`src/design/kmeans_clustering_engine_assert.svh`:
```
// Assertion macros for the k-means engine.
// Used by the top level; expects clk and rst in scope.
`ifndef KMEANS_CLUSTERING_ENGINE_ASSERT_SVH
`define KMEANS_CLUSTERING_ENGINE_ASSERT_SVH

// same-cycle implication
`define KCE_ASSERT_IMPLY(lbl, ante, cons, msg) \
  lbl: assert property (@(posedge clk) disable iff (rst) (ante) |-> (cons)) \
    else $error(msg);

// next-cycle implication
`define KCE_ASSERT_NEXT(lbl, ante, cons, msg) \
  lbl: assert property (@(posedge clk) disable iff (rst) (ante) |=> (cons)) \
    else $error(msg);

`endif

```
`src/design/kce_ram.sv`:
```
// Generic single-write, single-read RAM with registered read data.
// No dependencies.
module kce_ram #(
  parameter int WIDTH = 8,
  parameter int DEPTH = 16
) (
  input  logic                     clk,
  input  logic                     we,
  input  logic [$clog2(DEPTH)-1:0] waddr,
  input  logic [WIDTH-1:0]         wdata,
  input  logic [$clog2(DEPTH)-1:0] raddr,
  output logic [WIDTH-1:0]         rdata
);

  logic [WIDTH-1:0] mem [DEPTH];

  always_ff @(posedge clk) begin
    if (we) mem[waddr] <= wdata;
    rdata <= mem[raddr];
  end

endmodule

```
`config.mk`:
```
export PLATFORM = sky130hd
export DESIGN_NAME = kce_ram
export DESIGN_NICKNAME = d
export VERILOG_FILES = /design/src/design/kmeans_clustering_engine_assert.svh /design/src/design/kce_ram.sv
export SDC_FILE = /design/constraint.sdc
export NUM_CORES = 1
export LEC_CHECK = 0
export BUFFER_PORTS_ARGS = -buffer_cell sky130_fd_sc_hd__buf_2
export CAP_MARGIN = 20
export CELL_PAD_IN_SITES_DETAIL_PLACEMENT = 1
export CELL_PAD_IN_SITES_GLOBAL_PLACEMENT = 1
export CORE_AREA = 2 2 103 179
export CTS_CLUSTER_SIZE = 16
export DETAILED_ROUTE_END_ITERATION = 10
export DIE_AREA = 0 0 105 181
export HOLD_SLACK_MARGIN = 0.06
export PLACE_DENSITY_LB_ADDON = 0.15
export RECOVER_POWER = 100
export SLEW_MARGIN = 20
export SYNTH_ARGS = -nofsm -noshare
export SYNTH_HDL_FRONTEND = slang
export SYNTH_SLANG_ARGS = --single-unit
export TNS_END_PERCENT = 100
```
`constraint.sdc`:
```
create_clock -name clk -period 1.76 [get_ports clk]
set_clock_uncertainty 0.1 [all_clocks]
set_input_delay 0.088 -clock clk [delete_from_list [all_inputs] [get_ports clk]]
set_output_delay 0.088 -clock clk [all_outputs]
set_load 0.05 [all_outputs]
```
==> key figures <==
Status
  • Status: finished clean

Route
  • Routed wire length: around 11 mm
  • Antenna Nets Post-Route: 0
  • DR pass1 iterations: 4
  • Via density: around 4.5
  • DRC: 0
  • DR WL/cell: roughly 21 um
  • Routed vias: between 2,000 and 2,500
  • Iteration-0 DRC Markers: around 110

Worst hold path
  • Hold wc startpoint: raddr[0]
  • Worst hold path type: input pin to flop

Timing
  • Final Cycle Share: 0.841
  • Minimum clock period: ~1500 ps
  • Number of setup violations in the final report: 0
  • Rel. slew slack: 0.368
  • RSZ-0062 raised after global routing: no
  • Slew @ Worst Pin: 944 ps
  • Fmax: ~680 MHz
  • Slew Limit Fails: 0
  • Hold Fails Final Rpt: 0
  • Min Hold Slack: 155 ps
  • Setup TNS: 0 ps

Placement
  • I/O Buffers: 25
  • Placed insts: around 500
  • Hpwl dp: roughly 7.7 mm
  • Routability Congestion: roughly 0.7

Finish
  • Layout cells sized above 1: 0.195
  • NumNets Final: roughly 310
  • Multi-input logic area: ~1100 um^2
  • Commonest non-fill, non-tap cell in the layout: edfxtp_1
  • Area growth syn-to-layout: 21.9%
  • Filler cells: approximately 1,800
  • Diode count: 0
  • Post-layout util: 0.360
  • Register area: roughly 4000 um^2
  • Non-filler cells, final: between 500 and 600
  • Commonest non-fill, non-tap cells in the layout: 128 x edfxtp_1, 39 x clkbuf_1, 18 x mux4_2

Synthesis
  • YS warnings: 0
  • Seq cells post-synth: 136
  • Seq/Total Area, Yosys: 0.778
  • Syn nets: about 250
  • Avg Inst Size Synth: approximately 22 um^2
  • Cells after Synth: approximately 230
  • Synth Cell Area: just over 5000 um^2
  • Synth unique cells: 19

Global route
  • Global route total overflow: 0
  • Vias in the first global route: between 2,000 and 3,000
  • Pin count of the biggest net entering global routing: 33
  • GRT Total Usage: 0.129
  • Initial antenna violation count: 0
  • First-pass GRT wire length: around 17 mm

Worst setup path
  • Worst setup SP type: input pin
  • R2R Path Start: mem[9][3]
  • Crit. Startpoint: we
  • Reg2Reg Setup Slack: roughly 280 ps
  • WS Path Type: input pin to flop
  • Critical Path AT: roughly 1400 ps
  • Crit. End Element: flop
  • Max FO, Critical Path: 8
  • Worst Path Required: ~1700 ps

Floorplanning
  • Die height: between 150 and 200 um
  • Num rows: 64
  • Core area: 17,500 um^2
  • Die W: between 100 and 150 um
  • # IOs: 26
  • Initial Utilization: 0.295
  • Die area: 19,000 um^2

Power and ir drop
  • Max IR drop VDD: roughly 570 uV
  • PD cells: around 1200 nW/um^2
  • Pwr Total: roughly 7.7 mW
  • Leakage: roughly 2.0 nW

CTS
  • CTS Buffer Depth: 2
  • H-tree Lvls: 4
  • Number of buffers created by CTS: 17
  • Clk_lat worst skew: 420 ps
  • Clock slew at reported path FFs: approximately 60 ps
  • CTS tree: done
  • CTS root buf: clkbuf_16
  • # clock sinks: around 140
  • Post-cts resize count: 0

Job
  • Max-Cap Viols: 0
timing repair:
item,4_1_cts,5_1_grt
endpoints found under the setup margin,0,0
setup buffers,0,0
hold buffers,8,0
hold endpoints to repair,128,0
state kept, by name (all words and copies together), names as in the netlist:
register	flops
mem	128
rdata	8
power by group:
part           total [mW]  leakage (nW)  switching [mW]  internal (mW)
registers            3.64          1.22          0.0218           3.62
logic               0.421         0.497           0.277          0.144
clock network        3.68         0.301            1.36           2.32
total                7.75          2.02            1.66           6.09
path summary, 6_finish.rpt:
path / endpoint / cells after the start
max: mem[0][0] / 4
min: rdata[4] / 4
max reg2reg: rdata[3] / 3
min reg2reg: rdata[5] / 3
stage by stage:
step	cell area (um^2)	setup slack [ps]
2_1_floorplan	5150	79.1
3_3_place_gp	5670	104
3_5_place_dp	5670	118
4_1_cts	6370	270
5_1_grt	6280	185
6_report	6280	280
layer usage:
metal	wire length, um	track usage
met1	4600	0.143
met2	6390	0.236
met3	272	0.0285
met4	174	0.0544
met5	0	0
worst max-delay path, stage by stage:
cell	delay, ps
clkbuf_1	140
or3b_2	520
nor3_1	160
clkbuf_1	520
kinds of logic (layout without fill, tap and decap cells):
kind of cell / count (synthesis) / after routing / synth area share
flops: 136 / 136 / 0.778
compound gates: 16 / 16 / 0.0233
simple gates: 35 / 35 / 0.0318
mux: 32 / 32 / 0.150
buf+inv: 10 / 88 / 0.0168
Yosys cell counts:
cell / instances / area share
a22oi_1: 16 / 0.023
and2_1: 1 / 0.0012
and2b_1: 1 / 0.0015
buf_2: 3 / 0.0029
buf_4: 1 / 0.0015
buf_6: 3 / 0.0066
clkdlybuf4s25_2: 3 / 0.0058
dfxtp_1: 8 / 0.031
edfxtp_1: 128 / 0.75
mux4_1: 14 / 0.071
mux4_2: 18 / 0.079
nand2_1: 9 / 0.0066
nand2b_1: 2 / 0.0024
nand3_1: 1 / 0.00097
nand3b_1: 2 / 0.0029
nor2_1: 13 / 0.0095
nor2b_1: 1 / 0.0012
nor3_1: 4 / 0.0039
or3b_2: 1 / 0.0017
final cells by class:
class / instances / area share
clock inverters: 13 / 0.0267
well taps: 231 / 0.0460
clock buffers: 19 / 0.0722
repair buffers: 56 / 0.0488
multi-input cells: 83 / 0.168
flip-flops and latches: 136 / 0.638
(Power assumes the default switching activity.)
