==> src/design/kmeans_clustering_engine_assert.svh <==
// Assertion macros for the k-means engine.
// Used by the top level; expects clk and rst in scope.
`ifndef KMEANS_CLUSTERING_ENGINE_ASSERT_SVH
`define KMEANS_CLUSTERING_ENGINE_ASSERT_SVH

// same-cycle implication
`define KCE_ASSERT_IMPLY(lbl, ante, cons, msg) \
  lbl: assert property (@(posedge clk) disable iff (rst) (ante) |-> (cons)) \
    else $error(msg);

// next-cycle implication
`define KCE_ASSERT_NEXT(lbl, ante, cons, msg) \
  lbl: assert property (@(posedge clk) disable iff (rst) (ante) |=> (cons)) \
    else $error(msg);

`endif

==> src/design/kce_pkg.sv <==
// Shared types, constants and helpers for the k-means engine.
// No dependencies.
package kce_pkg;

  localparam int MAX_POINT_COUNT = 1024;
  localparam int MAX_CLUSTERS    = 8;
  localparam int MAX_DIMENSION   = 8;
  localparam int COORD_WIDTH     = 24;

  localparam int PT_AW  = $clog2(MAX_POINT_COUNT);
  localparam int DIM_W  = $clog2(MAX_DIMENSION);
  localparam int CL_W   = $clog2(MAX_CLUSTERS);
  localparam int CNT_W  = PT_AW + 1;
  localparam int SUM_W  = COORD_WIDTH + PT_AW;
  localparam int DIFF_W = COORD_WIDTH + 1;
  localparam int SQ_W   = 2 * DIFF_W;
  localparam int DIST_W = SQ_W + DIM_W;
  localparam int RAM_AW = PT_AW + DIM_W;
  localparam int RAM_DEPTH = 1 << RAM_AW;
  localparam int INIT_W = CL_W + DIM_W;

  localparam int K_W   = 4;
  localparam int DR_W  = 4;
  localparam int LIM_W = 10;
  localparam int THR_W = 40;
  localparam int CFG_W = 40;

  typedef logic [1:0] cfg_idx_t;
  localparam cfg_idx_t REG_CLUSTER_COUNT   = 2'd0;
  localparam cfg_idx_t REG_ITERATION_LIMIT = 2'd1;
  localparam cfg_idx_t REG_DIMENSION       = 2'd2;
  localparam cfg_idx_t REG_THRESHOLD       = 2'd3;

  localparam logic STATUS_OK  = 1'b0;
  localparam logic STATUS_FEW = 1'b1;

  typedef logic signed [COORD_WIDTH-1:0] coord_t;
  typedef logic signed [SUM_W-1:0]       sum_t;
  typedef logic [CNT_W-1:0]              cnt_t;
  typedef logic [DIST_W-1:0]             dist_t;

  typedef struct packed {
    logic signed [23:0] coord_value;
    logic               end_of_point;
    logic               end_of_set;
  } in_item_t;

  typedef struct packed {
    logic signed [23:0] centroid_coord;
    logic [2:0]         centroid_index;
    logic [2:0]         coord_index;
    logic               status;
    logic [9:0]         passes_run;
    logic               last_result;
  } out_item_t;

  // running minimum handed from cell to cell
  typedef struct packed {
    logic            valid;
    dist_t           best;
    logic [CL_W-1:0] idx;
  } tok_t;

  // broadcast control from the sequencer to every cell
  typedef struct packed {
    logic             feed_valid;
    logic [DIM_W-1:0] feed_d;
    logic             clear_pass;
    logic             clear_dist;
    logic             acc_en;
    logic [CL_W-1:0]  acc_idx;
    logic             cent_we;
    logic [CL_W-1:0]  cent_idx;
    logic [DIM_W-1:0] cent_d;
    coord_t           cent_val;
    logic [K_W-1:0]   k;
  } ctl_t;

  function automatic logic [K_W-1:0] eff_k(input logic [K_W-1:0] v);
    logic [K_W-1:0] r;
    r = v;
    if (v < K_W'(2)) r = K_W'(2);
    else if (v > K_W'(MAX_CLUSTERS)) r = K_W'(MAX_CLUSTERS);
    return r;
  endfunction

  function automatic logic [DR_W-1:0] eff_dim(input logic [DR_W-1:0] v);
    logic [DR_W-1:0] r;
    r = v;
    if (v < DR_W'(1)) r = DR_W'(1);
    else if (v > DR_W'(MAX_DIMENSION)) r = DR_W'(MAX_DIMENSION);
    return r;
  endfunction

endpackage

==> src/design/kce_cell.sv <==
// One cluster cell: centroid, coordinate sums, member count, distance
// accumulator and one link of the argmin chain. Depends on kce_pkg.
module kce_cell (
  input  logic                          clk,
  input  logic                          rst,
  input  logic [kce_pkg::CL_W-1:0]      cell_id,
  input  kce_pkg::ctl_t                 ctl,
  input  kce_pkg::coord_t               feed_coord,
  input  kce_pkg::coord_t               pbuf [kce_pkg::MAX_DIMENSION],
  input  kce_pkg::tok_t                 tok_in,
  output kce_pkg::tok_t                 tok_out,
  output kce_pkg::coord_t               cent [kce_pkg::MAX_DIMENSION],
  output kce_pkg::sum_t                 sums [kce_pkg::MAX_DIMENSION],
  output kce_pkg::cnt_t                 count
);

  localparam int DW = kce_pkg::DIFF_W;

  logic signed [DW-1:0]            diff_q;
  logic                            diff_v;
  logic signed [kce_pkg::SQ_W-1:0] prod;
  logic [kce_pkg::SQ_W-1:0]        sq_q;
  logic                            sq_v;
  kce_pkg::dist_t                  acc;
  logic                            active;
  logic                            take;
  logic                            mine;
  kce_pkg::coord_t                 cur;

  assign cur    = cent[ctl.feed_d];
  assign prod   = diff_q * diff_q;
  assign active = {1'b0, cell_id} < ctl.k;
  assign take   = active && (cell_id == '0 || acc < tok_in.best);
  assign mine   = ctl.acc_en && ctl.acc_idx == cell_id;

  always_ff @(posedge clk) begin
    if (rst) begin
      diff_v  <= 1'b0;
      sq_v    <= 1'b0;
      tok_out <= '0;
      count   <= '0;
    end else begin
      diff_v        <= ctl.feed_valid;
      sq_v          <= diff_v;
      tok_out.valid <= tok_in.valid;
      tok_out.best  <= take ? acc : tok_in.best;
      tok_out.idx   <= take ? cell_id : tok_in.idx;
      if (ctl.clear_pass) count <= '0;
      else if (mine) count <= count + 1'b1;
    end
  end

  always_ff @(posedge clk) begin
    diff_q <= {feed_coord[kce_pkg::COORD_WIDTH-1], feed_coord}
            - {cur[kce_pkg::COORD_WIDTH-1], cur};
    sq_q   <= prod;
    if (ctl.clear_dist) acc <= '0;
    else if (sq_v) acc <= acc + kce_pkg::dist_t'(sq_q);
    for (int d = 0; d < kce_pkg::MAX_DIMENSION; d++) begin
      if (ctl.clear_pass) sums[d] <= '0;
      else if (mine) sums[d] <= sums[d] + kce_pkg::sum_t'(pbuf[d]);
    end
    if (ctl.cent_we && ctl.cent_idx == cell_id) cent[ctl.cent_d] <= ctl.cent_val;
  end

endmodule

==> config.mk <==
export PLATFORM = sky130hd
export DESIGN_NAME = kce_cell
export DESIGN_NICKNAME = d
export VERILOG_FILES = /design/src/design/kmeans_clustering_engine_assert.svh /design/src/design/kce_pkg.sv /design/src/design/kce_cell.sv
export SDC_FILE = /design/constraint.sdc
export NUM_CORES = 2
export LEC_CHECK = 0
export BUFFER_PORTS_ARGS = -buffer_cell sky130_fd_sc_hd__buf_2
export CAP_MARGIN = 0
export CORE_MARGIN = 2
export CORE_UTILIZATION = 55
export CTS_BUF_LIST = sky130_fd_sc_hd__clkbuf_8
export DETAILED_ROUTE_END_ITERATION = 12
export GPL_TIMING_DRIVEN = 0
export PLACE_DENSITY = 0.78
export SLEW_MARGIN = 40
export SYNTH_ARGS = -nofsm -noshare
export SYNTH_HDL_FRONTEND = slang
export SYNTH_SLANG_ARGS = --single-unit
==> constraint.sdc <==
create_clock -name clk -period 10.3 [get_ports clk]
set_input_delay 1.03 -clock clk [delete_from_list [all_inputs] [get_ports clk]]
set_output_delay 1.03 -clock clk [all_outputs]
set_load 0.02 [all_outputs]
==> flow_metrics.env <==
export IMPL_clock_sink_count=661
export IMPL_antenna_found_initial=54
export IMPL_post_route_util=0.639
export IMPL_synthArstFlopShare=0
export IMPL_cp_required_ns=10.99
export IMPL_drive_gt1_frac=0.160
export IMPL_min_period_over_period=0.889
export IMPL_maxSlewHeadroom=0.380
export IMPL_initial_core_util=0.556
export IMPL_rsz0062_at_grt="false"
export IMPL_syn_nets=7861
export IMPL_tightest_slew_ns=0.930
export IMPL_final_cells=8898
export IMPL_hpwlAfterDp_um=175000
export IMPL_ys_types=95
export IMPL_worst_setup_path_start_kind="flop"
export IMPL_gr_total_overflow=0
export IMPL_min_from="tok_in[56]"
export IMPL_r2r_start="diff_q[3]"
export IMPL_cap_violations=0
export IMPL_synth_area_top_cells="fa_1 21%, dfxtp_1 16%, ha_1 11%, edfxtp_1 9.7%, inv_1 5.3%"
export IMPL_crit_path_max_incr_delay_ns=0.60
export IMPL_rr_endpoint="sq_q[49]"
export IMPL_postSynthAreaPerCell_um2=9.36
export IMPL_core_area_um2=107000
export IMPL_hold_violations=0
export IMPL_first_pass_iters=6
export IMPL_worstSkewPairLatency_ns=0.87
export IMPL_clk_path_buf_depth=3
export IMPL_place_congestion=1.01
export IMPL_ys_ff_latch=661
export IMPL_htreeDepth=3
export IMPL_seq_area_frac_synth=0.254
export IMPL_die_w_um=333
export IMPL_syn_area_um2=59700
export IMPL_ys_flop_type="dfxtp_1"
export IMPL_clockRootBuffer="clkbuf_8"
export IMPL_die_area_um2=111000
export IMPL_synth_top_area_frac=0.206
export IMPL_grt_total_usage=0.380
export IMPL_post_cts_buffers=0
export IMPL_route_detailed_drc=0
export IMPL_viasPerCell=5.87
export IMPL_layout_nets=8841
export IMPL_synth_warnings=0
export IMPL_area_growth_pct=14.9
export IMPL_post_synth_top_area_cell="fa_1"
export IMPL_cts_resized=0
export IMPL_final_cell_area_um2=68600
export IMPL_ff2ff_setup_slack_ns=1.14
export IMPL_hold_path_depth=2
export IMPL_fin_skew_ns=0.0731
export IMPL_drt_wl_total_um=213000
export IMPL_clkTransAtPathRegs_ns=0.07
export IMPL_hold_end="tok_out[56]"
export IMPL_slew_viol_final=0
export IMPL_max_freq_mhz=109
export IMPL_io_pins=855
export IMPL_ant_nets=0
export IMPL_synthCells=6375
export IMPL_worstPathArrival_ns=9.84
export IMPL_setup_violations=0
export IMPL_fin_crit_ns=9.16
export IMPL_detail_route_wl_per_cell_um=24.0
export IMPL_grt_pass1_wl_um=318000
export IMPL_tns_ns=0
export IMPL_worstSetupPathType="flop to flop"
export IMPL_dp_cells=8641
export IMPL_end_kind="flop"
export IMPL_numCtsBuffers=115
export IMPL_tritoncts="done"
export IMPL_hold_class="input port to flop"
export IMPL_portBuffers=849
export IMPL_ff2ff_path_depth=29
export IMPL_fp_row_count=120
export IMPL_synth_edf_count=192
export IMPL_postCtsHoldBufs=0
export IMPL_dpl_instance_area_um2=66000
export IMPL_die_y_um=333
export IMPL_grt_max_degree=21
export IMPL_drt_iter0_drc=4666
export IMPL_critical_path_slowest_cell="fa_1"
export IMPL_grt_pass1_vias=52566
export IMPL_vias=52275
export IMPL_status="finished, final reports clean"
export IMPL_path_max_fanout=10
cell usage after synthesis, types with 12 or more instances:
cell type	n
a211oi_1	57
a21o_1	195
a21oi_1	499
a31oi_1	41
and2_1	132
and3_1	37
buf_1	17
clkbuf_1	180
dfxtp_1	469
edfxtp_1	192
fa_1	615
ha_1	548
inv_1	845
mux2i_1	111
mux4_2	48
nand2_1	693
nand2b_1	67
nand3_1	80
nand4_1	40
nor2_1	373
nor2b_1	78
nor3_1	60
nor4_1	14
o211ai_1	19
o21a_1	53
o21ai_0	199
o21ai_1	24
o21bai_1	56
o22ai_1	14
o31ai_1	12
or3_1	29
xnor2_1	240
xor2_1	116
per-layer routing:
metal | share of wire | vias up | track usage
li1 | - | 23472 | -
met1 | 0.37 | 25348 | 0.468
met2 | 0.44 | 2708 | 0.592
met3 | 0.11 | 715 | 0.107
met4 | 0.073 | 32 | 0.234
met5 | 0.00091 | - | 0
registers in the layout, indices dropped and copies added (netlist names):
| name | count |
|---|---|
| cent | 192 |
| diff_v | 1 |
| sq_v | 1 |
| diff_q | 25 |
| tok_out | 57 |
| sums | 272 |
| sq_q | 49 |
| acc | 53 |
| count | 11 |
per-stage QoR:
| stage | hold WS (ns) | worst slack [ns] |
|---|---|---|
| finish | 0.421 | 1.14 |
| floorplan | 0.342 | 2.89 |
| global placement | 0.415 | 1.37 |
| global route | 0.423 | 0.675 |
| CTS | 0.375 | 1.26 |
| detailed placement | 0.426 | 1.33 |
cell type report:
cell class              count  area (um^2)
well taps                1403         1760
flip-flops and latches    661        15200
clock buffers             135         1860
repair buffers            863         4440
inverters                 845         3170
multi-input cells        4665        40600
diodes                     42          105
fillers                  9066        38800
clock inverters            80          613
plain buffers             204          820
worst max-delay path, delay by kind of cell, from the launching register on:
| family | cells | cell delay [ns] |
|---|---|---|
| buffers and inverters | 9 | 1.44 |
| flip-flops | 1 | 0.57 |
| adder cells (fa/ha/maj) | 8 | 4.03 |
| XOR/XNOR | 1 | 0.13 |
| AND/OR/NAND/NOR | 4 | 0.96 |
| AO/OA/AOI/OAI | 7 | 1.89 |
how the worst max path moves through the flow:
stage               start  endpoint  slack [ns]  cells past startpoint
2_1_floorplan   diff_q[3]  sq_q[48]        2.89                     29
3_3_place_gp   diff_q[24]  sq_q[47]        1.37                     26
3_5_place_dp    diff_q[3]  sq_q[49]        1.33                     29
4_1_cts         diff_q[3]  sq_q[49]        1.26                     29
5_1_grt         diff_q[3]  sq_q[49]        0.67                     29
6_report        diff_q[3]  sq_q[49]        1.14                     29
cell families after synthesis:
logic type | Yosys count | share of synthesized area
multiplexers | 165 | 0.0379
flip-flops | 661 | 0.254
XOR/XNOR | 356 | 0.0522
buffers and inverters | 1049 | 0.0661
AO/OA/AOI/OAI | 1319 | 0.140
AND/OR/NAND/NOR | 1662 | 0.128
adder cells (fa/ha/maj) | 1163 | 0.321
cells in the final DEF, fill, tap and decap left out, drive strengths merged, types with 29 or more instances in the layout:
cell / Yosys / layout
nor3: 60 / 60
or3: 29 / 29
fa: 615 / 615
and3: 37 / 37
a21o: 195 / 195
and2: 132 / 132
dfxtp: 469 / 469
o21ai: 225 / 225
edfxtp: 192 / 192
o21bai: 56 / 56
nand3: 81 / 81
nand4: 40 / 40
clkinv: 0 / 37
nand2b: 67 / 67
ha: 548 / 548
a211oi: 59 / 59
o21a: 53 / 53
nor2b: 78 / 78
clkbuf: 180 / 315
diode: 0 / 42
buf: 24 / 887
xor2: 116 / 116
nand2: 693 / 693
a21oi: 502 / 502
xnor2: 240 / 240
mux4: 48 / 48
nor2: 373 / 373
a31oi: 44 / 44
inv: 845 / 878
mux2i: 111 / 111
Power is left out: the tool's default activity adds up to more than one toggle a clock period on the data nets, which glitch-free logic cannot reach.
