## src/design/kmeans_clustering_engine_assert.svh

```systemverilog
// Assertion macros for the k-means engine.
// Used by the top level; expects clk and rst in scope.
`ifndef KMEANS_CLUSTERING_ENGINE_ASSERT_SVH
`define KMEANS_CLUSTERING_ENGINE_ASSERT_SVH

// same-cycle implication
`define KCE_ASSERT_IMPLY(lbl, ante, cons, msg) \
  lbl: assert property (@(posedge clk) disable iff (rst) (ante) |-> (cons)) \
    else $error(msg);

// next-cycle implication
`define KCE_ASSERT_NEXT(lbl, ante, cons, msg) \
  lbl: assert property (@(posedge clk) disable iff (rst) (ante) |=> (cons)) \
    else $error(msg);

`endif

```

## src/design/kce_pkg.sv

```systemverilog
// Shared types, constants and helpers for the k-means engine.
// No dependencies.
package kce_pkg;

  localparam int MAX_POINT_COUNT = 1024;
  localparam int MAX_CLUSTERS    = 8;
  localparam int MAX_DIMENSION   = 8;
  localparam int COORD_WIDTH     = 24;

  localparam int PT_AW  = $clog2(MAX_POINT_COUNT);
  localparam int DIM_W  = $clog2(MAX_DIMENSION);
  localparam int CL_W   = $clog2(MAX_CLUSTERS);
  localparam int CNT_W  = PT_AW + 1;
  localparam int SUM_W  = COORD_WIDTH + PT_AW;
  localparam int DIFF_W = COORD_WIDTH + 1;
  localparam int SQ_W   = 2 * DIFF_W;
  localparam int DIST_W = SQ_W + DIM_W;
  localparam int RAM_AW = PT_AW + DIM_W;
  localparam int RAM_DEPTH = 1 << RAM_AW;
  localparam int INIT_W = CL_W + DIM_W;

  localparam int K_W   = 4;
  localparam int DR_W  = 4;
  localparam int LIM_W = 10;
  localparam int THR_W = 40;
  localparam int CFG_W = 40;

  typedef logic [1:0] cfg_idx_t;
  localparam cfg_idx_t REG_CLUSTER_COUNT   = 2'd0;
  localparam cfg_idx_t REG_ITERATION_LIMIT = 2'd1;
  localparam cfg_idx_t REG_DIMENSION       = 2'd2;
  localparam cfg_idx_t REG_THRESHOLD       = 2'd3;

  localparam logic STATUS_OK  = 1'b0;
  localparam logic STATUS_FEW = 1'b1;

  typedef logic signed [COORD_WIDTH-1:0] coord_t;
  typedef logic signed [SUM_W-1:0]       sum_t;
  typedef logic [CNT_W-1:0]              cnt_t;
  typedef logic [DIST_W-1:0]             dist_t;

  typedef struct packed {
    logic signed [23:0] coord_value;
    logic               end_of_point;
    logic               end_of_set;
  } in_item_t;

  typedef struct packed {
    logic signed [23:0] centroid_coord;
    logic [2:0]         centroid_index;
    logic [2:0]         coord_index;
    logic               status;
    logic [9:0]         passes_run;
    logic               last_result;
  } out_item_t;

  // running minimum handed from cell to cell
  typedef struct packed {
    logic            valid;
    dist_t           best;
    logic [CL_W-1:0] idx;
  } tok_t;

  // broadcast control from the sequencer to every cell
  typedef struct packed {
    logic             feed_valid;
    logic [DIM_W-1:0] feed_d;
    logic             clear_pass;
    logic             clear_dist;
    logic             acc_en;
    logic [CL_W-1:0]  acc_idx;
    logic             cent_we;
    logic [CL_W-1:0]  cent_idx;
    logic [DIM_W-1:0] cent_d;
    coord_t           cent_val;
    logic [K_W-1:0]   k;
  } ctl_t;

  function automatic logic [K_W-1:0] eff_k(input logic [K_W-1:0] v);
    logic [K_W-1:0] r;
    r = v;
    if (v < K_W'(2)) r = K_W'(2);
    else if (v > K_W'(MAX_CLUSTERS)) r = K_W'(MAX_CLUSTERS);
    return r;
  endfunction

  function automatic logic [DR_W-1:0] eff_dim(input logic [DR_W-1:0] v);
    logic [DR_W-1:0] r;
    r = v;
    if (v < DR_W'(1)) r = DR_W'(1);
    else if (v > DR_W'(MAX_DIMENSION)) r = DR_W'(MAX_DIMENSION);
    return r;
  endfunction

endpackage

```

## src/design/kce_div.sv

```systemverilog
// Iterative signed-by-unsigned divider, one quotient bit per cycle,
// truncating toward zero. Depends on kce_pkg.
module kce_div (
  input  logic            clk,
  input  logic            rst,
  input  logic            start,
  input  kce_pkg::sum_t   dividend,
  input  kce_pkg::cnt_t   divisor,
  output logic            done,
  output kce_pkg::coord_t quotient
);

  localparam int SW = kce_pkg::SUM_W;
  localparam int CW = kce_pkg::CNT_W;

  logic          running;
  logic [5:0]    steps;
  logic          neg;
  logic [SW-1:0] q;
  logic [CW-1:0] rem;
  kce_pkg::cnt_t dv;
  logic [CW:0]   rem_sh;
  logic          ge;
  logic [SW-1:0] q_signed;

  assign rem_sh   = {rem, q[SW-1]};
  assign ge       = rem_sh >= {1'b0, dv};
  assign q_signed = neg ? (~q + 1'b1) : q;
  assign quotient = q_signed[kce_pkg::COORD_WIDTH-1:0];

  always_ff @(posedge clk) begin
    if (rst) begin
      running <= 1'b0;
      done    <= 1'b0;
    end else begin
      done <= 1'b0;
      if (start) begin
        running <= 1'b1;
        steps   <= 6'(SW);
        neg     <= dividend[SW-1];
        q       <= dividend[SW-1] ? (~dividend + 1'b1) : dividend;
        rem     <= '0;
        dv      <= divisor;
      end else if (running) begin
        rem   <= ge ? CW'(rem_sh - {1'b0, dv}) : rem_sh[CW-1:0];
        q     <= {q[SW-2:0], ge};
        steps <= steps - 1'b1;
        if (steps == 6'd1) begin
          running <= 1'b0;
          done    <= 1'b1;
        end
      end
    end
  end

endmodule

```

## config.mk

```make
export PLATFORM = sky130hd
export DESIGN_NAME = kce_div
export DESIGN_NICKNAME = d
export VERILOG_FILES = /design/src/design/kmeans_clustering_engine_assert.svh /design/src/design/kce_pkg.sv /design/src/design/kce_div.sv
export SDC_FILE = /design/constraint.sdc
export NUM_CORES = 1
export LEC_CHECK = 0
export ABC_AREA = 1
export BUFFER_PORTS_ARGS = -buffer_cell sky130_fd_sc_hd__buf_2
export CAP_MARGIN = 20
export CORE_MARGIN = 2
export CORE_UTILIZATION = 58
export CTS_CLUSTER_DIAMETER = 200
export DETAILED_ROUTE_END_ITERATION = 16
export PLACE_DENSITY = 0.83
export REMOVE_ABC_BUFFERS = 1
export SYNTH_ARGS = -nofsm -noshare
export SYNTH_HDL_FRONTEND = slang
export SYNTH_SLANG_ARGS = --single-unit
```

## constraint.sdc

```tcl
create_clock -name clk -period 4.19 [get_ports clk]
set_input_delay 0.419 -clock clk [delete_from_list [all_inputs] [get_ports clk]]
set_output_delay 0.419 -clock clk [all_outputs]
set_load 0.01 [all_outputs]
```

==> results of run 1 <==
area by class of cell:
| cell class | instances | area [µm²] | area share |
|---|---|---|---|
| multi-input cells | 500 | 2610 | 0.461 |
| flip-flops and latches | 65 | 1930 | 0.341 |
| repair buffers | 75 | 383 | 0.0676 |
| inverters | 92 | 350 | 0.0619 |
| clock buffers | 10 | 138 | 0.0243 |
| well taps | 105 | 131 | 0.0232 |
| clock inverters | 6 | 115 | 0.0203 |
worst min path at each step:
stage / endpoint / slack (ns)
floorplan: done / 0.42
global placement: q[27] / 0.50
detailed placement: q[27] / 0.50
CTS: dv[10] / 0.23
global route: dv[10] / 0.22
finish: dv[5] / 0.24
power groups by stage:
| stage | clock (mW) | combinational, mW | sequential, mW |
|---|---|---|---|
| after floorplan | 0 | 0.339 | 0.817 |
| after global placement | 0 | 0.467 | 0.823 |
| after detailed placement | 0 | 0.482 | 0.825 |
| after CTS | 0.680 | 0.488 | 0.811 |
| after global routing | 0.712 | 0.551 | 0.816 |
| final | 0.674 | 0.490 | 0.811 |
synth_stat cells:
library cell | number | area [µm²]
nand3_1 | 58 | 290
or2_2 | 2 | 12.5
inv_1 | 88 | 330
nand2_2 | 3 | 18.8
nand3_4 | 1 | 17.5
a21oi_1 | 13 | 65.1
nor2_1 | 83 | 312
buf_1 | 1 | 3.75
nand3b_1 | 4 | 30.0
nand3_2 | 2 | 20.0
o211ai_1 | 1 | 7.51
ha_1 | 15 | 188
o21ai_1 | 5 | 25.0
a21boi_0 | 2 | 15.0
nor3_4 | 1 | 16.3
and2_1 | 1 | 6.26
nand4_1 | 24 | 150
nor2_2 | 12 | 75.1
o21ai_0 | 38 | 190
nor3b_1 | 1 | 7.51
o21a_1 | 1 | 7.51
nor3_2 | 1 | 10.0
a21oi_4 | 1 | 16.3
inv_2 | 2 | 7.51
dfxtp_1 | 2 | 40.0
edfxtp_1 | 63 | 1890
buf_2 | 4 | 20.0
xor2_1 | 25 | 219
inv_6 | 1 | 8.76
clkbuf_1 | 9 | 33.8
nor2_4 | 1 | 11.3
nor4_1 | 2 | 12.5
o31ai_1 | 1 | 7.51
a21o_1 | 1 | 7.51
buf_4 | 1 | 7.51
clkinv_1 | 1 | 3.75
nor2_8 | 1 | 20.0
fa_1 | 1 | 20.0
o21ai_2 | 2 | 17.5
nand2_1 | 182 | 683
a31oi_1 | 4 | 25.0
xnor2_1 | 11 | 96.3
placed cells by master, fill, tap and decap left out, types with 10 or more instances in the layout:
master and count:
nand4_1 24, nand3_1 58, inv_1 88, nand2_1 182, xnor2_1 11, buf_2 72
ha_1 15, nor2_2 12, clkbuf_8 10, xor2_1 25, o21ai_0 38, edfxtp_1 63
a21oi_1 12, nor2_1 83
per-layer routing:
metal	global-route usage	up-vias	wire (µm)	share of wire
met3	0.0564	11	772	0.064
met5	0	-	0	0
li1	-	2343	-	-
met4	0.0446	0	76	0.0063
met2	0.435	155	5830	0.48
met1	0.367	2141	5390	0.45
per-stage QoR:
step / area, µm² / cells
2_1_floorplan: 4880 / 657
3_3_place_gp: 5410 / 837
3_5_place_dp: 5410 / 837
4_1_cts: 5660 / 853
5_1_grt: 5660 / 853
6_report: 5660 / 853
sequential cells by signal, summed over array words and instances (netlist names):
signal / cells
q: 34
dv: 11
rem: 11
steps: 6
done: 1
neg: 1
running: 1
logic make-up after synthesis:
group / Yosys count
compound gates: 69
xor+xnor: 36
fa+ha+maj: 16
buf+inv: 107
flops: 65
simple gates: 379
worst register-to-register path: cells and delay by family, from the launching register on:
kind / cells / cell delay, ns
adders and majority gates: 2 / 0.62
and+or+nand+nor: 6 / 0.83
buffers and inverters: 3 / 0.25
DFF: 1 / 0.33
==> qor.csv, run 1 <==
stage;metric;value;unit
cts;ctsResizeCount;0;
floorplanning;fp.dieW;96.4;µm
detailed_routing;post_drt_wl_per_cell;14.2;µm
worst_setup_path;startpoint_type;flop;
sta;slew_violations;0;
sta;fin_skew;0.0104;ns
floorplanning;die_y;96.4;µm
synth;synth_compound_area_frac;0.0776;
placed_design;gp_congestion;0.927;
sta;setup_slack;1.63;ns
global_routing;globalRoute.totalOverflow;0;
worst_setup_path;rrSetupSlack;1.91;ns
synth;ys_types;42;
cts;cts_hold_buf;0;
synth;ys_seq_elements;65;
cts;clkSinkCount;65;
sta;holdWs;0.242;ns
synth;synthCells;672;
pwr;clkPwrFrac;0.341;
run;cap_violations;0;
worst_setup_path;critPathMostFrequentCell;nand2_1;
worst_setup_path;crit_arrival;2.14;ns
sta;max_freq;390;MHz
run_status;status;completed;
global_routing;grt_max_degree;49;
synth;syn_avg_cell_area;7.36;µm²
cts;cts_buffers;9;
worst_setup_path;cp.buffers_inverters;2;
worst_setup_path;reg2regPathDepth;11;
cts;cts_setup_buffers;0;
synth;yosysSeqAreaShare;0.390;
worst_setup_path;path_delay_family;simple AND/OR/NAND/NOR gates;
finish;drive_gt1_frac;0.163;
synth;synthesis.area;4950;µm²
detailed_routing;vias;4650;
cts;path_clk_slew;0.08;ns
sta;slew_headroom;0.516;
finish;diodes;0;
detailed_routing;drtIter0Drc;417;
synth;yosys.area_share.adder;0.0420;
cts;cts_root_buf;clkbuf_8;
worst_setup_path;crit_cells;10;
pwr;leakage;2.66;nW
detailed_routing;drc_errors;0;
global_routing;antenna_found_initial;0;
worst_setup_path;critical-path-slowest-cell;edfxtp_1;
worst_setup_path;path_max_fanout;7;
sta;setup_tns;0;ns
worst_setup_path;startpoint;q[0];
finish;fin_util;0.685;
cts;clockBufferDepth;2;
global_routing;grt_pass1_wl;18.9;mm
synth;yosysWarnings;0;
detailed_routing;drtPass1Iterations;6;
sta;rsz0062_at_grt;false;
worst_setup_path;reg2reg_to;rem[6];
detailed_routing;ant_nets;0;
pwr;power_switching;0.604;mW
synth;synth_top_family_by_area;simple AND/OR/NAND/NOR gates;
worst_setup_path;crit_path_max_incr_delay;0.38;ns
sta;setup_viol;0;
pwr;pwr-share-seq;0.411;
pwr;sw_frac_of_total;0.306;
pwr;p_per_area;349;nW/µm²
hold_path;min_from;divisor[5];
detailed_routing;wl;12.1;mm
cts;h-tree-depth;3;
finish;nFillCells;693;
synth;synthSimpleGateAreaFrac;0.342;
worst_setup_path;cp-end-kind;output pin;
floorplanning;num_rows;33;
sta;fin_crit_sh;0.611;
worst_setup_path;crit_end;quotient[18];
hold_path;min_path_type;input port to flop;
sta;finalHoldViolCount;0;
synth;yosys.area_share.xor_xnor;0.0637;
worst_setup_path;cp.required;3.77;ns
synth;synthMuxAreaShare;0;
pwr;p_int;1.37;mW
worst_setup_path;r2r_start;q[33];
floorplanning;boundaryPins;73;
cts;cts_tree;built;
worst_setup_path;path_class;flop to output pin;
hold_path;min_path_cells;1;
floorplanning;core;8260;µm²
finish;syn_to_final_growth;14.4;%
detailed_routing;via_per_inst;5.45;
pwr;power;1.98;mW
pwr;vdd_drop_max;0.276;mV
global_routing;first_global_vias;4129;
sta;tightest_slew;0.727;ns
placed_design;port_buffers;72;
global_routing;grtUsageTotal;0.265;
placed_design;dp_hpwl;9.00;mm
finish;finalNetCount;807;
cts;worstSkewPairLatency;0.35;ns
pwr;combPwrFrac;0.248;
floorplanning;die_area;9280;µm²
sta;period_needed;2.56;ns
floorplanning;initial_core_util;0.599;
placed_design;post-place-ws;1.74;ns
worst_setup_path;crit_chain;inv_1, ha_1, nand4_1, nor3_2, nand2_1, nand2_2, nand3_1, nand2_1, nand2_1, buf_2;
Power figures use the tool's default switching activity.
==> run 2, diff against run 1 <==
CORE_UTILIZATION = 53   (was 58)
PLACE_DENSITY = 0.8   (was 0.83)
clock period = 2.2 ns   (was 4.19 ns; I/O delays follow)
==> run 2 against run 1 <==
The run now ends with setup timing left. Worst setup slack got worse by 1.7 ns. Sequential share of layout area decreased by 1.6 points. Critical endpoint is now quotient[17]. Combinational power increased by 110%. Flip-flop and latch count unchanged. Clock-buffer cell count decreased by 1. Register-to-register slack got worse by 1.8 ns. Design area increased by 4.9%. Critical path depth decreased by 3. Cell count increased by 3.5%. Global-route usage increased by 0.21 points. First-iteration DRC count decreased by 18%. Largest power group unchanged. Worst hold slack got worse by 0.21 ns.
==> qor.csv, run 2 (synthesis results as in run 1) <==
stage;metric;value;unit;change
run_status;status;finished, violations left;;
run_status;violations;setup timing;;
cts;cts_hold_buf;0;;unchanged
placed_design;placed_cells;848;;+1.3%
finish;finalNetCount;831;;+3.0%
cts;clkSinkCount;65;;unchanged
worst_setup_path;cp-end-kind;output pin;;
floorplanning;fp.dieW;101;µm;+4.4%
detailed_routing;ant_nets;0;;unchanged
cts;clockBufferDepth;2;;unchanged
sta;fin_skew;0.00968;ns;-0.000719 ns
cts;worstSkewPairLatency;0.36;ns;about the same
run;cap_violations;0;;unchanged
detailed_routing;drtIter0Drc;344;;-18%
cts;path_clk_slew;0.08;ns;about the same
worst_setup_path;startpoint_type;flop;;
finish;final_cell_mix;nand2_1 (173), inv_1 (84), nor2_1 (79);;
placed_design;dpl_cell_area;5470;µm²;+1.1%
placed_design;post-place-ws;0.144;ns;-1.59 ns
pwr;leakage;2.77;nW;+4.1%
detailed_routing;post_drt_wl_per_cell;15.3;µm;+8.0%
sta;setup_slack;-0.116;ns;-1.74 ns
worst_setup_path;path_class;flop to output pin;;
worst_setup_path;crit_arrival;2.10;ns;-0.04 ns
floorplanning;die_area;10100;µm²;+9.0%
global_routing;first_global_vias;4503;;+9.1%
finish;stdcell_count;883;;+3.5%
cts;cts_root_buf;clkbuf_8;;
sta;setup_viol;12;;+12
hold_path;min_path_cells;1;;unchanged
cts;cts_tree;built;;
worst_setup_path;path_max_fanout;3;;-4
pwr;vdd_drop_max;0.364;mV;+32%
finish;layout_commonest_cell;nand2_1;;
finish;diodes;0;;unchanged
placed_design;gp_congestion;0.915;;-1.3%
detailed_routing;dr.max_layer_used;met4;;
worst_setup_path;rrSetupSlack;0.16;ns;-1.75 ns
detailed_routing;wl_met3;1.11;mm;+44%
hold_path;min_from;divisor[2];;
global_routing;grt_max_degree;49;;unchanged
sta;slew_violations;0;;unchanged
detailed_routing;wl_met1;5.62;mm;+4.2%
worst_setup_path;reg2reg_to;rem[4];;
sta;slew_headroom;0.662;;+0.146
detailed_routing;drc_errors;0;;unchanged
detailed_routing;vias;4905;;+5.5%
worst_setup_path;r2r_start;dv[0];;
hold_path;hold_end;dv[2];;
cts;h-tree-depth;3;;unchanged
detailed_routing;drtPass1Iterations;6;;unchanged
global_routing;grtUsageTotal;0.267;;+0.00215
floorplanning;num_rows;35;;+6.1%
sta;period_needed;2.32;ns;
floorplanning;die_y;101;µm;+4.4%
detailed_routing;wl;13.5;mm;+12%
finish;syn_to_final_growth;20.0;%;
finish;drive_gt1_frac;0.225;;+0.0623
sta;max_freq;432;MHz;
detailed_routing;met2_length;6.30;mm;+7.9%
placed_design;port_buffers;72;;unchanged
floorplanning;core;9150;µm²;+11%
finish;top_register;q;;
sta;finalHoldViolCount;0;;unchanged
floorplanning;boundaryPins;73;;unchanged
sta;tightest_slew;0.502;ns;-0.225 ns
global_routing;grt_pass1_wl;21.0;mm;+11%
worst_setup_path;reg2regPathDepth;10;;-1
sta;rsz0062_at_grt;true;;
finish;nFillCells;782;;+13%
floorplanning;initial_core_util;0.541;;-0.0586
finish;largest_reg_flops;34;;unchanged
sta;fin_crit_sh;1.05;;
global_routing;globalRoute.totalOverflow;0;;unchanged
global_routing;antenna_found_initial;0;;unchanged
worst_setup_path;cp.required;1.98;ns;-1.79 ns
cts;cts_buffers;9;;unchanged
pwr;p_per_area;606;nW/µm²;+74%
detailed_routing;via_per_inst;5.55;;+1.9%
placed_design;dp_hpwl;9.83;mm;+9.2%
sta;setup_tns;-0.641;ns;-0.641 ns
finish;reg_top3;q x34, dv x11, rem x11;;
hold_path;min_path_type;input port to flop;;
finish;finalInstanceArea;5940;µm²;+4.9%
## run 2: stage by stage
step / utilization / total power [mW] / hold slack, ns
after global routing: 0.649 / 3.78 / 0.0229
final: 0.649 / 3.60 / 0.0369
after detailed placement: 0.597 / 2.52 / 0.398
after global placement: 0.597 / 2.49 / 0.398
after floorplan: - / 2.20 / 0.296
after CTS: 0.634 / 3.56 / 0.0237
## run 2: critical path, cell delays in order, from the launching register on
cell	delay, ns
edfxtp_1	0.42
nor2_2	0.18
nand3_1	0.11
nor2_2	0.16
nand4_1	0.18
o21ai_1	0.24
xor2_1	0.26
buf_2	0.18
## run 2: layout make-up
class,count,area [µm²],area share
inverter,92,350,0.0590
clock buffer,9,124,0.0209
multi-input combinational,500,2730,0.460
timing repair buffer,99,588,0.0991
clock inverter,7,71.3,0.0120
tap,111,139,0.0234
sequential,65,1930,0.325
## run 2: power by group
group	internal (mW)	switching (mW)
combinational	0.387	0.654
sequential	1.48	0.0602
clock	0.520	0.495
## run 2: layer usage
layer  up-vias  GRT usage
li1       2391          -
met1      2233      0.344
met2       229      0.443
met3        52     0.0513
met4         0      0.104
met5         -          0
## run 2: worst max path at each step
stage	startpoint	to	slack (ns)	cells after the start
final	q[3]	quotient[17]	-0.12	7
after global routing	q[0]	quotient[16]	-0.21	10
after CTS	q[0]	quotient[20]	-0.05	10
after detailed placement	dv[0]	rem[10]	0.14	10
after global placement	q[33]	rem[8]	0.22	11
after floorplan	start	q[0]	-1.53	2
## run 2: what timing repair did
item	CTS	global route
pin swaps	13	8
endpoints found under the hold margin	0	0
resized for setup	15	19
setup buffers	11	8
setup endpoints to repair	13	30
